===== config.mk =====
export PLATFORM = sky130hd
export DESIGN_NAME = far_ctrl
export DESIGN_NICKNAME = d
export VERILOG_FILES = /design/src/hw/rtl/far_pkg.sv /design/src/hw/rtl/far_ctrl.sv
export SDC_FILE = /design/constraint.sdc
export NUM_CORES = 1
export LEC_CHECK = 0
export ABC_AREA = 1
export BUFFER_PORTS_ARGS = -buffer_cell sky130_fd_sc_hd__buf_2
export CORE_AREA = 2 2 39 41
export DETAILED_ROUTE_END_ITERATION = 12
export DIE_AREA = 0 0 41 43
export GPL_TIMING_DRIVEN = 0
export MAX_ROUTING_LAYER = met4
export PLACE_DENSITY = 0.62
export SYNTH_ARGS = -nofsm -noshare
export SYNTH_HDL_FRONTEND = slang
export SYNTH_SLANG_ARGS = --single-unit
export TNS_END_PERCENT = 50

===== constraint.sdc =====
create_clock -name clk -period 1.3 [get_ports clk]
set_input_delay 0.26 -clock clk [delete_from_list [all_inputs] [get_ports clk]]
set_output_delay 0.26 -clock clk [all_outputs]
set_load 0.02 [all_outputs]

===== src/hw/rtl/far_pkg.sv =====
// Package: types, constants and command structs for the fraction unit.
package far_pkg;
  localparam int OperandBits = 16;

  typedef enum logic [1:0] {
    OP_ADD = 2'd0,
    OP_SUB = 2'd1,
    OP_MUL = 2'd2,
    OP_DIV = 2'd3
  } op_t;

  typedef enum logic [1:0] {
    ST_OK     = 2'd0,
    ST_DIV0   = 2'd1,
    ST_UNDEF  = 2'd2
  } status_t;

  typedef enum logic [3:0] {
    S_IDLE,
    S_MUL,
    S_SUM,
    S_CHECK,
    S_GCD_START,
    S_GCD_RUN,
    S_QN_START,
    S_QN_RUN,
    S_QD_START,
    S_QD_RUN,
    S_DONE
  } state_t;

  typedef struct packed {
    logic load;
    logic mul;
    logic sum;
    logic div_start;
    logic [1:0] div_sel;  // 0: a mod b step, 1: num/g, 2: den/g
    logic gcd_swap;
    logic fin_zero;
    logic fin_norm;
    logic [1:0] fin_status;
  } cmd_t;

  typedef struct packed {
    logic div0;
    logic b_zero;
    logic g_zero;
    logic div_busy;
  } stat_t;

  localparam logic [1:0] DivMod = 2'd0;
  localparam logic [1:0] DivNum = 2'd1;
  localparam logic [1:0] DivDen = 2'd2;
endpackage


===== src/hw/rtl/far_ctrl.sv =====
// Controller state machine: sequences multiply, GCD and division steps.
module far_ctrl (
  input  logic           clk,
  input  logic           rst,
  input  logic           in_valid,
  output logic           in_ready,
  output logic           out_valid,
  input  logic           out_ready,
  output far_pkg::cmd_t  cmd,
  input  far_pkg::stat_t stat
);
  import far_pkg::*;

  state_t state, state_next;

  always_ff @(posedge clk) begin
    if (rst) begin
      state <= S_IDLE;
    end else begin
      state <= state_next;
    end
  end

  always_comb begin
    state_next = state;
    case (state)
      S_IDLE:      if (in_valid) state_next = S_MUL;
      S_MUL:       state_next = S_SUM;
      S_SUM:       state_next = S_CHECK;
      S_CHECK: begin
        if (stat.div0) state_next = S_DONE;
        else state_next = S_GCD_START;
      end
      S_GCD_START: begin
        if (stat.b_zero) begin
          if (stat.g_zero) state_next = S_DONE;
          else state_next = S_QN_START;
        end else begin
          state_next = S_GCD_RUN;
        end
      end
      S_GCD_RUN:   if (!stat.div_busy) state_next = S_GCD_START;
      S_QN_START:  state_next = S_QN_RUN;
      S_QN_RUN:    if (!stat.div_busy) state_next = S_QD_START;
      S_QD_START:  state_next = S_QD_RUN;
      S_QD_RUN:    if (!stat.div_busy) state_next = S_DONE;
      S_DONE:      if (out_ready) state_next = S_IDLE;
      default:     state_next = S_IDLE;
    endcase
  end

  always_comb begin
    cmd = '0;
    in_ready = 1'b0;
    out_valid = 1'b0;
    case (state)
      S_IDLE: begin
        in_ready = 1'b1;
        cmd.load = in_valid;
      end
      S_MUL: cmd.mul = 1'b1;
      S_SUM: cmd.sum = 1'b1;
      S_CHECK: begin
        if (stat.div0) begin
          cmd.fin_zero = 1'b1;
          cmd.fin_status = ST_DIV0;
        end
      end
      S_GCD_START: begin
        if (stat.b_zero) begin
          if (stat.g_zero) begin
            cmd.fin_zero = 1'b1;
            cmd.fin_status = ST_UNDEF;
          end
        end else begin
          cmd.div_start = 1'b1;
          cmd.div_sel = DivMod;
        end
      end
      S_GCD_RUN: cmd.gcd_swap = !stat.div_busy;
      S_QN_START: begin
        cmd.div_start = 1'b1;
        cmd.div_sel = DivNum;
      end
      S_QD_START: begin
        cmd.div_start = 1'b1;
        cmd.div_sel = DivDen;
      end
      S_QD_RUN: cmd.fin_norm = !stat.div_busy;
      S_DONE: out_valid = 1'b1;
      default: ;
    endcase
  end
endmodule


==> flow_summary_export.csv <==
group,metric,value,unit
sta,report.final.setup_viol,13,
floorplan,dieArea,1760,um2
place,placed_area,562,um2
sta,slew-limit-headroom,0.877,
critical_path,worst_path_dominant_cell_family,"flip-flops",
detailed_routing,route.vias.total,582,
place,place_ws,-0.0710,ns
critical_path,worst_path_largest_cell_delay,0.31,ns
floorplan,ios,21,
logic_synthesis,synthesis.nets,93,
critical_path,criticalPathCategory,"reg -> out",
sta,final.min_clock_period,1.42,ns
detailed_routing,drtPass1Iterations,4,
finish,largestRegisters,"state (4)",
floorplan,die_y,43,um
clock_tree,tritoncts,"done",
grt,antenna_found_initial,0,
floorplan,floorplan.core_area,1380,um2
power_and_ir_drop,power.ir.vdd_worst,1.33,mV
power_and_ir_drop,power.static_leakage,0.423,nW
finish,multi_input_comb_area,397,um2
place,place_congestion,0.838,
detailed_routing,routed_wl,1.27,mm
floorplan,num_rows,14,
floorplan,floorplan.die.width,41,um
critical_path,slowest_stage,"sky130_fd_sc_hd__dfxtp_2",
outcome,failed_checks,"setup timing",
sta,final.setup_skew,0.00207,ns
critical_path,end_kind,"output port",
finish,synthToLayoutAreaGrowth,87.5,%
critical_path,critPathMaxFanout,8,
detailed_routing,antenna_violating_nets_post_route,0,
detailed_routing,avgViaCountPerCell,4.48,
grt,first_global_vias,506,
critical_path,critical_path_required,1.04,ns
sta,setup_slack,-0.118,ns
clock_tree,worstSkewPairLatency,0.22,ns
detailed_routing,post-route-drc-count,0,
logic_synthesis,synth.avg_cell_area,5.06,um2
clock_tree,post_cts_hold_buffer_count,0,
power_and_ir_drop,power.density_cell_area,2600,nW/um2
place,place.port_buffers,20,
place,dp_hpwl,848,um
sta,final.period_utilization,1.09,
clock_tree,clk_pin_slew_worst_paths,0.03,ns
critical_path,crit_path_start_kind,"register",
critical_path,worst-endpoint-arrival,1.16,ns
grt,grt_overflow,0,
floorplan,floorplan.initialDensity,0.311,
finish,max_flop_register,"state",
outcome,run_status,"complete, but fails checks",
detailed_routing,detailedRoute.firstIterationViolations,10,
logic_synthesis,synth_cell_type_count,14,
sta,timing.final.hold_violations,0,
finish,share_of_post_route_cells_with_drive_strength_above_1,0.570,
critical_path,cp.buffers_inverters,3,
finish,num_antenna_cells,0,
logic_synthesis,synth.yosys.warnings,0,
logic_synthesis,synth_seq_cells,4,
logic_synthesis,netlist_instances,85,
finish,largest_register_ffs,4,
clock_tree,tritoncts.num_buffers,3,
critical_path,worst_path_most_repeated_cell,"sky130_fd_sc_hd__nand2_2",
run,timing.max_cap.violations,0,
finish,postLayoutCellArea,807,um2
sta,report.final.slew_viol_count,0,
grt,groute.usage.overall,0.163,
sta,transition_at_the_pin_with_the_smallest_max_transition_slack,0.183,ns
grt,first_pass_grt_wire_length,2.00,mm
critical_path,path_cells,"buf_8 -> inv_8 -> nand2_8 -> nor2_4 -> nand2_2 -> nand2_2 -> buf_6",
grt,grt_max_degree,9,
finish,fill_cells,138,
clock_tree,cts-htree-levels,1,
clock_tree,cts_root_buf,"sky130_fd_sc_hd__clkbuf_4",
logic_synthesis,mappedNetlistArea,430,um2
sta,timing.fmax,705,MHz
logic_synthesis,synth.yosys.seq_area_share,0.186,
detailed_routing,average_wire_per_standard_cell,9.77,um
min_path,holdCritPathClass,"in -> reg",
finish,sequential_area,92.6,um2
clock_tree,max-clock-path-buffers,2,
clock_tree,clock_sinks,4,
finish,design.final.nets,124,
sta,grt_setup_unrepaired,"true",
-- power by group --
group	switching [mW]	total (mW)	internal (mW)
Sequential	0.127	0.337	0.211
Clock	0.0401	0.143	0.103
Combinational	0.922	1.62	0.694
-- cell families after synthesis --
family          Yosys count  synth area share
flops                     4             0.186
buf+inv                  14             0.125
compound gates            2            0.0233
simple gates             65             0.666
-- per-layer routing --
layer	GRT usage	vias to the layer above	wire length [um]
met5	-	-	0
met2	0.266	11	686
li1	-	317	-
met1	0.206	254	532
met3	0.0314	0	50
met4	0.0200	0	0
-- cell type report --
type	instances	share of cell area
Buffer	1	0.0186
Clock buffer	3	0.0279
Inverter	13	0.0791
Tap cell	16	0.0248
Timing Repair Buffer	26	0.243
Multi-Input combinational cell	67	0.491
Sequential cell	4	0.115
-- placed cells by master, fill, tap and decap left out, drive strengths merged --
master,synthesis,final
nand4,1,1
inv,13,13
buf,1,27
clkbuf,0,3
dfxtp,4,4
nor4,1,1
nand3,6,6
a21oi,2,2
nand2,28,28
nor3,2,2
nor2,27,27
-- worst paths after layout --
kind / slack [ns] / endpoint / from / cells past startpoint
max: -0.12 / cmd[3] / state[1] / 7
min: 0.29 / state[3] / rst / 4
max reg2reg: 0 / state[1] / state[1] / 11
min reg2reg: 0.58 / state[2] / state[2] / 2
-- synthesized netlist by cell type --
master	n	area share
sky130_fd_sc_hd__a21oi_1	2	0.023
sky130_fd_sc_hd__buf_2	1	0.012
sky130_fd_sc_hd__dfxtp_1	4	0.19
sky130_fd_sc_hd__inv_1	8	0.070
sky130_fd_sc_hd__inv_2	5	0.044
sky130_fd_sc_hd__nand2_1	24	0.21
sky130_fd_sc_hd__nand2_2	2	0.029
sky130_fd_sc_hd__nand2_4	2	0.052
sky130_fd_sc_hd__nand3_1	6	0.070
sky130_fd_sc_hd__nand4_1	1	0.015
sky130_fd_sc_hd__nor2_1	24	0.21
sky130_fd_sc_hd__nor2_2	3	0.044
sky130_fd_sc_hd__nor3_1	2	0.023
sky130_fd_sc_hd__nor4_1	1	0.015
-- tightest hold or removal path, stage by stage --
cell	delay [ns]
sky130_fd_sc_hd__buf_2	0.07
sky130_fd_sc_hd__inv_1	0.06
sky130_fd_sc_hd__nand2_1	0.06
sky130_fd_sc_hd__nor2_1	0.03
-- per-stage QoR --
step / hold slack, ns / utilization / total power, mW / setup TNS, ns / instances
global placement: 0.542 / 0.406 / 1.32 / -0.153 / 121
global route: 0.315 / 0.583 / 2.27 / -1.93 / 130
floorplan: 0.439 / - / 1.07 / -0.102 / 85
finish: 0.295 / 0.583 / 2.10 / -0.853 / 130
CTS: 0.292 / 0.540 / 1.89 / -0.789 / 128
detailed placement: 0.544 / 0.406 / 1.32 / -0.134 / 121
-- repair_timing --
action	4_1_cts	5_1_grt
endpoints found under the setup margin	13	17
setup buffers	4	2
gates resized for setup	46	13
gates cloned	0	0
pin swaps	5	3
Power figures use the tool's default switching activity.
