## src/hw/rtl/far_pkg.sv

```systemverilog
// Package: types, constants and command structs for the fraction unit.
package far_pkg;
  localparam int OperandBits = 16;

  typedef enum logic [1:0] {
    OP_ADD = 2'd0,
    OP_SUB = 2'd1,
    OP_MUL = 2'd2,
    OP_DIV = 2'd3
  } op_t;

  typedef enum logic [1:0] {
    ST_OK     = 2'd0,
    ST_DIV0   = 2'd1,
    ST_UNDEF  = 2'd2
  } status_t;

  typedef enum logic [3:0] {
    S_IDLE,
    S_MUL,
    S_SUM,
    S_CHECK,
    S_GCD_START,
    S_GCD_RUN,
    S_QN_START,
    S_QN_RUN,
    S_QD_START,
    S_QD_RUN,
    S_DONE
  } state_t;

  typedef struct packed {
    logic load;
    logic mul;
    logic sum;
    logic div_start;
    logic [1:0] div_sel;  // 0: a mod b step, 1: num/g, 2: den/g
    logic gcd_swap;
    logic fin_zero;
    logic fin_norm;
    logic [1:0] fin_status;
  } cmd_t;

  typedef struct packed {
    logic div0;
    logic b_zero;
    logic g_zero;
    logic div_busy;
  } stat_t;

  localparam logic [1:0] DivMod = 2'd0;
  localparam logic [1:0] DivNum = 2'd1;
  localparam logic [1:0] DivDen = 2'd2;
endpackage

```

## src/hw/rtl/far_div.sv

```systemverilog
// Restoring divider: one quotient bit per cycle.
module far_div #(
  parameter int W = 2 * far_pkg::OperandBits
) (
  input  logic         clk,
  input  logic         rst,
  input  logic         start,
  input  logic [W-1:0] dividend,
  input  logic [W-1:0] divisor,
  output logic         busy,
  output logic [W-1:0] quot,
  output logic [W-1:0] rem
);
  localparam int CW = $clog2(W + 1);

  logic [CW-1:0] count;
  logic [W-1:0]  dsr;
  logic [W:0]    trial;

  assign trial = {rem[W-2:0], quot[W-1]} - {1'b0, dsr};

  always_ff @(posedge clk) begin
    if (rst) begin
      busy <= 1'b0;
      count <= '0;
    end else if (start) begin
      busy <= 1'b1;
      count <= CW'(W);
    end else if (busy) begin
      count <= count - CW'(1);
      if (count == CW'(1)) busy <= 1'b0;
    end
  end

  always_ff @(posedge clk) begin
    if (start) begin
      quot <= dividend;
      rem <= '0;
      dsr <= divisor;
    end else if (busy) begin
      if (!trial[W]) begin
        rem <= trial[W-1:0];
        quot <= {quot[W-2:0], 1'b1};
      end else begin
        rem <= {rem[W-2:0], quot[W-1]};
        quot <= {quot[W-2:0], 1'b0};
      end
    end
  end
endmodule

```

## src/hw/rtl/far_dp.sv

```systemverilog
// Datapath: operand registers, products, GCD registers and result registers.
module far_dp #(
  parameter int OPERAND_BITS = far_pkg::OperandBits
) (
  input  logic                        clk,
  input  logic                        rst,
  input  logic [1:0]                  req_type,
  input  logic signed [OPERAND_BITS-1:0] left_num,
  input  logic signed [OPERAND_BITS-1:0] left_den,
  input  logic signed [OPERAND_BITS-1:0] right_num,
  input  logic signed [OPERAND_BITS-1:0] right_den,
  input  far_pkg::cmd_t               cmd,
  output far_pkg::stat_t              stat,
  output logic signed [2*OPERAND_BITS:0]  out_num,
  output logic [2*OPERAND_BITS-2:0]   out_den,
  output logic [1:0]                  status
);
  import far_pkg::*;

  localparam int PW = 2 * OPERAND_BITS;
  localparam int NW = PW + 1;

  op_t                          op;
  logic signed [OPERAND_BITS-1:0] ln, ld, rn, rd;
  logic signed [PW-1:0]         p0, p1, pd;
  logic                         neg;
  logic [PW-1:0]                mag_n, mag_d, ga, gb;
  logic [PW-1:0]                dvd, dvs, quot, rem;
  logic                         busy;
  logic [NW-1:0]                num_w;
  logic [PW:0]                  den_w;

  always_ff @(posedge clk) begin
    if (cmd.load) begin
      op <= op_t'(req_type);
      ln <= left_num;
      ld <= left_den;
      rn <= right_num;
      rd <= right_den;
    end
    if (cmd.mul) begin
      case (op)
        OP_MUL: begin
          p0 <= PW'(ln) * PW'(rn);
          p1 <= '0;
          pd <= PW'(ld) * PW'(rd);
        end
        OP_DIV: begin
          p0 <= PW'(ln) * PW'(rd);
          p1 <= '0;
          pd <= PW'(ld) * PW'(rn);
        end
        default: begin
          p0 <= PW'(ln) * PW'(rd);
          p1 <= PW'(rn) * PW'(ld);
          pd <= PW'(ld) * PW'(rd);
        end
      endcase
    end
  end

  assign num_w = (op == OP_SUB) ? (NW'(p0) - NW'(p1)) : (NW'(p0) + NW'(p1));
  assign den_w = {pd[PW-1], pd};

  always_ff @(posedge clk) begin
    if (cmd.sum) begin
      neg <= num_w[NW-1] ^ pd[PW-1];
      mag_n <= num_w[NW-1] ? PW'(-num_w) : PW'(num_w);
      mag_d <= pd[PW-1] ? PW'(-den_w) : pd;
      ga <= num_w[NW-1] ? PW'(-num_w) : PW'(num_w);
      gb <= pd[PW-1] ? PW'(-den_w) : pd;
    end else if (cmd.gcd_swap) begin
      ga <= gb;
      gb <= rem;
    end
  end

  always_comb begin
    case (cmd.div_sel)
      DivNum:  begin dvd = mag_n; dvs = ga; end
      DivDen:  begin dvd = mag_d; dvs = ga; end
      default: begin dvd = ga;    dvs = gb; end
    endcase
  end

  far_div #(.W(PW)) u_div (
    .clk(clk), .rst(rst), .start(cmd.div_start),
    .dividend(dvd), .divisor(dvs), .busy(busy), .quot(quot), .rem(rem)
  );

  logic [PW-1:0] qn;

  always_ff @(posedge clk) begin
    if (cmd.div_start && cmd.div_sel == DivDen) qn <= quot;
    if (cmd.fin_zero) begin
      out_num <= '0;
      out_den <= '0;
      status <= cmd.fin_status;
    end else if (cmd.fin_norm) begin
      out_num <= neg ? -NW'(qn) : NW'(qn);
      out_den <= quot[PW-2:0];
      status <= ST_OK;
    end
  end

  assign stat.div0 = (op == OP_DIV) && (rn == '0);
  assign stat.b_zero = (gb == '0);
  assign stat.g_zero = (ga == '0);
  assign stat.div_busy = busy;
endmodule

```

## config.mk

```make
export PLATFORM = sky130hd
export DESIGN_NAME = far_dp
export DESIGN_NICKNAME = d
export VERILOG_FILES = /design/src/hw/rtl/far_pkg.sv /design/src/hw/rtl/far_div.sv /design/src/hw/rtl/far_dp.sv
export SDC_FILE = /design/constraint.sdc
export NUM_CORES = 2
export LEC_CHECK = 0
export ABC_AREA = 0
export BUFFER_PORTS_ARGS = -buffer_cell sky130_fd_sc_hd__buf_2
export CAP_MARGIN = 40
export CORE_MARGIN = 2
export CORE_UTILIZATION = 40
export CTS_BUF_LIST = sky130_fd_sc_hd__clkbuf_8
export DETAILED_ROUTE_END_ITERATION = 6
export PLACE_DENSITY = 0.51
export SYNTH_ARGS = -nofsm -noshare
export SYNTH_HDL_FRONTEND = slang
export SYNTH_HIERARCHICAL = 1
export SYNTH_SLANG_ARGS = --single-unit
```

## constraint.sdc

```tcl
create_clock -name clk -period 13.5 [get_ports clk]
set_input_delay 0.675 -clock clk [delete_from_list [all_inputs] [get_ports clk]]
set_output_delay 0.675 -clock clk [all_outputs]
set_load 0.02 [all_outputs]
```

==> out/results.txt <==
The biggest area contributor in the post-synthesis netlist is fa_1. The dominant delay contributor by cell family on the critical path is adder cells. The share of synthesized area in the top cell type comes to 32.4%. The global route total overflow was 0; the number of pins with negative max-slew slack in the final report was 0. The die covers 165,000 sq um.

The floorplan step defined a core boundary enclosing 161,000 sq um. The top-level I/O count was 149. The commonest cells after synthesis are 1,214 x inv_1, 1,050 x fa_1, 742 x nand2_1. The register clock-pin slew on the reported worst setup and hold paths works out to 60 ps. Ranked by total cell area, the synthesized netlist is headed by fa_1 32%, edfxtp_1 18%, ha_1 7.7%, inv_1 7.0%, and2_1 5.0%. The transition time at the pin with the least slew margin is 960 ps. Once the floorplan was initialized, standard cells occupied 40.3% of the core.

The total CTS buffers is 90, and the width of the die is 407 um. The run finished with clean final reports. The number of flip-flops in the largest register is 33, and the average cell area after synthesis is 9.62 sq um. For this run, design rule violations remaining after detail routing come to 0. The worst path buffer plus inverter count was 4; the total number of placement rows was 147. At the later pin of the worst-skew pair, clock insertion delay measures 830 ps. Setup violations remaining at the end of the flow were counted as 0. The run gives 76 as the pin count of the biggest net entering global routing.

The most numerous cell type found on the critical path is fa_1. The run gives 8050 ps as the data arrival time of the worst path. The tools report the worst endpoint required time as 14,090 ps. Ranked by flip-flop count, first place goes to out_num.

In this run, post-CTS repair resized a total of 0 instances. The synthesized-area fraction occupied by ao, oa, aoi and oai cells is 8.79%. Number of enable flip-flop cells after synthesis: 389. In the global route stage, overall resource usage came out at 23.2%. For the number of global-route vias before repair, the log shows 49,400.

The post-route clock period utilization is 55.2%, and the worst relative slew slack is 36.0%. For this block, the routed nets add up to 187,000 um of wire. Main combinational cell family by area after synthesis: adder cells.

In this run, distinct cell masters in the synthesized netlist total 99. Synthesis handed over a netlist of 6,744 instances. The tools report the routing usage on met3 as 2.49%. For this run, the leading register cell type out of synthesis is edfxtp_1.

Once placement completed, the tool counted placed cells totaling 8,838. The setup skew after layout is 76.7 ps, and the final core utilization is 43.8%. The logs give 0 for the remaining antenna violation count after routing and 0 ps for the setup TNS after final layout. The finished layout holds 9,055 standard cells, fillers aside. For the number of iterations in the first detailed-routing pass, the log shows 6. The number of DRC markers in iteration 0 was 3,079.

The largest individual stage delay along the critical path comes from the cell edfxtp_1. Setup repair after global routing left no endpoint under its margin. The global routing's busiest layer is met2. The number of endpoints with negative hold slack in the final report was 0; the async set-or-reset flop fraction in the synthesized netlist was 0%. Global routing used 39.6% of the available met2 tracks. The vertical die dimension came out at 407 um. The element type at the critical path start is a flip-flop. The run gives 3 as the buffer depth of the longest clock path.

The path class of the lowest-slack min-delay path was primary input to flip-flop. Multiplexer area fraction after synthesis: 2.27%. CTS built an H-tree with a depth of 3. The largest incremental delay on the critical path came out at 650 ps. At the end of routability-driven placement, the weighted congestion stood at 0.872.

For the count of yosys warnings during synthesis, the log shows 6. The fraction of layout cells with a size suffix above 1 is 7.28%. The number of nets in the synthesized netlist is 8,273.

STA classifies the critical path endpoint as a flip-flop. The net total in the final layout came out at 8,348. The routed length per instance is 20.6 um. Summing the areas of all and, or, nand and nor instances in the mapped netlist gives 15.0% of the synthesized area. For this block, the via count after detailed routing is 47,000. TritonCTS built the clock tree. The first global-routing pass estimated 293,000 um of wire. The flop and latch count out of synthesis works out to 492.

Global routing consumed, on the met1 layer, 30.8% of the routing resources. Across the run, the number of max-cap violations was 0. The critical path is of the flip-flop to flip-flop type. The synthesized netlist devotes 3.82% of its cell area to XOR and XNOR gates. The cell area that synthesis handed to floorplanning was 64,900 sq um. Sequential cells were found to cover 21.2% of the synthesized design area. Of all nets on the critical path, the largest fanout is 17. In the post-synthesis netlist, the cell with the most instances is inv_1. The number of buffer cells added on primary ports was 148. Of the total synthesized cell area, the portion taken by full adders, half adders and majority gates is 40.1%. Detailed placement finished with a half-perimeter wire length of 143,000 um.

Traced cell by cell, the critical path runs through buf_4 -> inv_1 -> nor2_1 -> fa_1 -> fa_1 -> fa_1 -> fa_1 -> fa_1 -> inv_1 -> fa_1 -> inv_1 -> ha_1 -> nand3_1 -> nor3_1 -> and4_1 -> nor3_1 -> a211oi_1 -> o21ai_0 -> a21boi_0 -> o21a_1 -> o31ai_1. After filler insertion, the fill cell instance count of the layout stands at 15,900. The worst path in the final design needs a cycle of 7460 ps, including I/O delays and setup.

Dividing the detail-routed via count by the number of cells gives 5.19. The tools report the clock root buffer as clkbuf_8. Based on the critical path, the design can be clocked at up to 0.134 GHz. The area growth from synthesis to layout is 8.46%.

For this design, the sink count on the clock tree is 492. The run gives 8 as the initial antenna violation count.
-- metrics by stage --
stage / area [sq um] / hold WS (ps) / setup slack, ps
global route: 70300 / 37.0 / 5530
CTS: 70300 / 0.435 / 6030
detailed placement: 68000 / 474 / 6050
global placement: 67800 / 466 / 6100
finish: 70300 / 87.8 / 6040
floorplan: 64900 / 446 / 6930
-- area by class of cell --
class / instances / area (sq um) / share of cell area [%]
Multi-Input combinational cell: 4728 / 45400 / 64.5
Sequential cell: 492 / 13700 / 19.5
Inverter: 1214 / 4560 / 6.48
Tap cell: 2160 / 2700 / 3.84
Timing Repair Buffer: 293 / 2060 / 2.92
Clock buffer: 97 / 1340 / 1.90
Clock inverter: 67 / 541 / 0.768
Antenna cell: 4 / 10.0 / 0.0142
-- timing repair --
item / in CTS / in global routing
hold endpoints to repair: 48 / 0
buffers inserted: 0 / 0
hold buffers: 48 / 0
-- per-layer routing --
layer / vias to the layer above / share of wire (%)
li1: 21600 / -
met1: 24100 / 43
met2: 1059 / 49
met3: 252 / 4.3
met4: 4 / 3.6
met5: - / 0.014
-- cells in the final DEF, fill, tap and decap left out, types with 40 or more instances in the layout --
cell	n
inv_1	1242
fa_1	1050
nand2_1	742
and2_1	515
ha_1	398
edfxtp_1	389
nor2_1	386
a21oi_1	196
o21ai_0	178
xnor2_1	173
buf_2	147
xor2_1	108
dfxtp_1	102
clkbuf_8	97
buf_4	92
a21o_1	88
mux2_2	88
nor3_1	64
a211oi_1	53
nand3_1	48
mux2i_1	48
dlygate4sd3_1	48
nand2b_1	43
o31ai_1	40
-- worst paths after layout --
path	cells after the start	slack, ps	start	end
min	1	90	left_den[9]	ld[9]
max reg2reg	21	6040	rn[15]	p0[29]
min reg2reg	2	480	out_num[5]	out_num[5]
max	21	6040	rn[15]	p0[29]
-- logic make-up after synthesis --
logic type | after synthesis
flops | 492
mux | 136
simple gates | 2005
xor+xnor | 282
fa+ha+maj | 1450
compound gates | 855
buf+inv | 1524
Power is left out: the tool's default activity adds up to more than one toggle a clock period on the data nets, which glitch-free logic cannot reach.
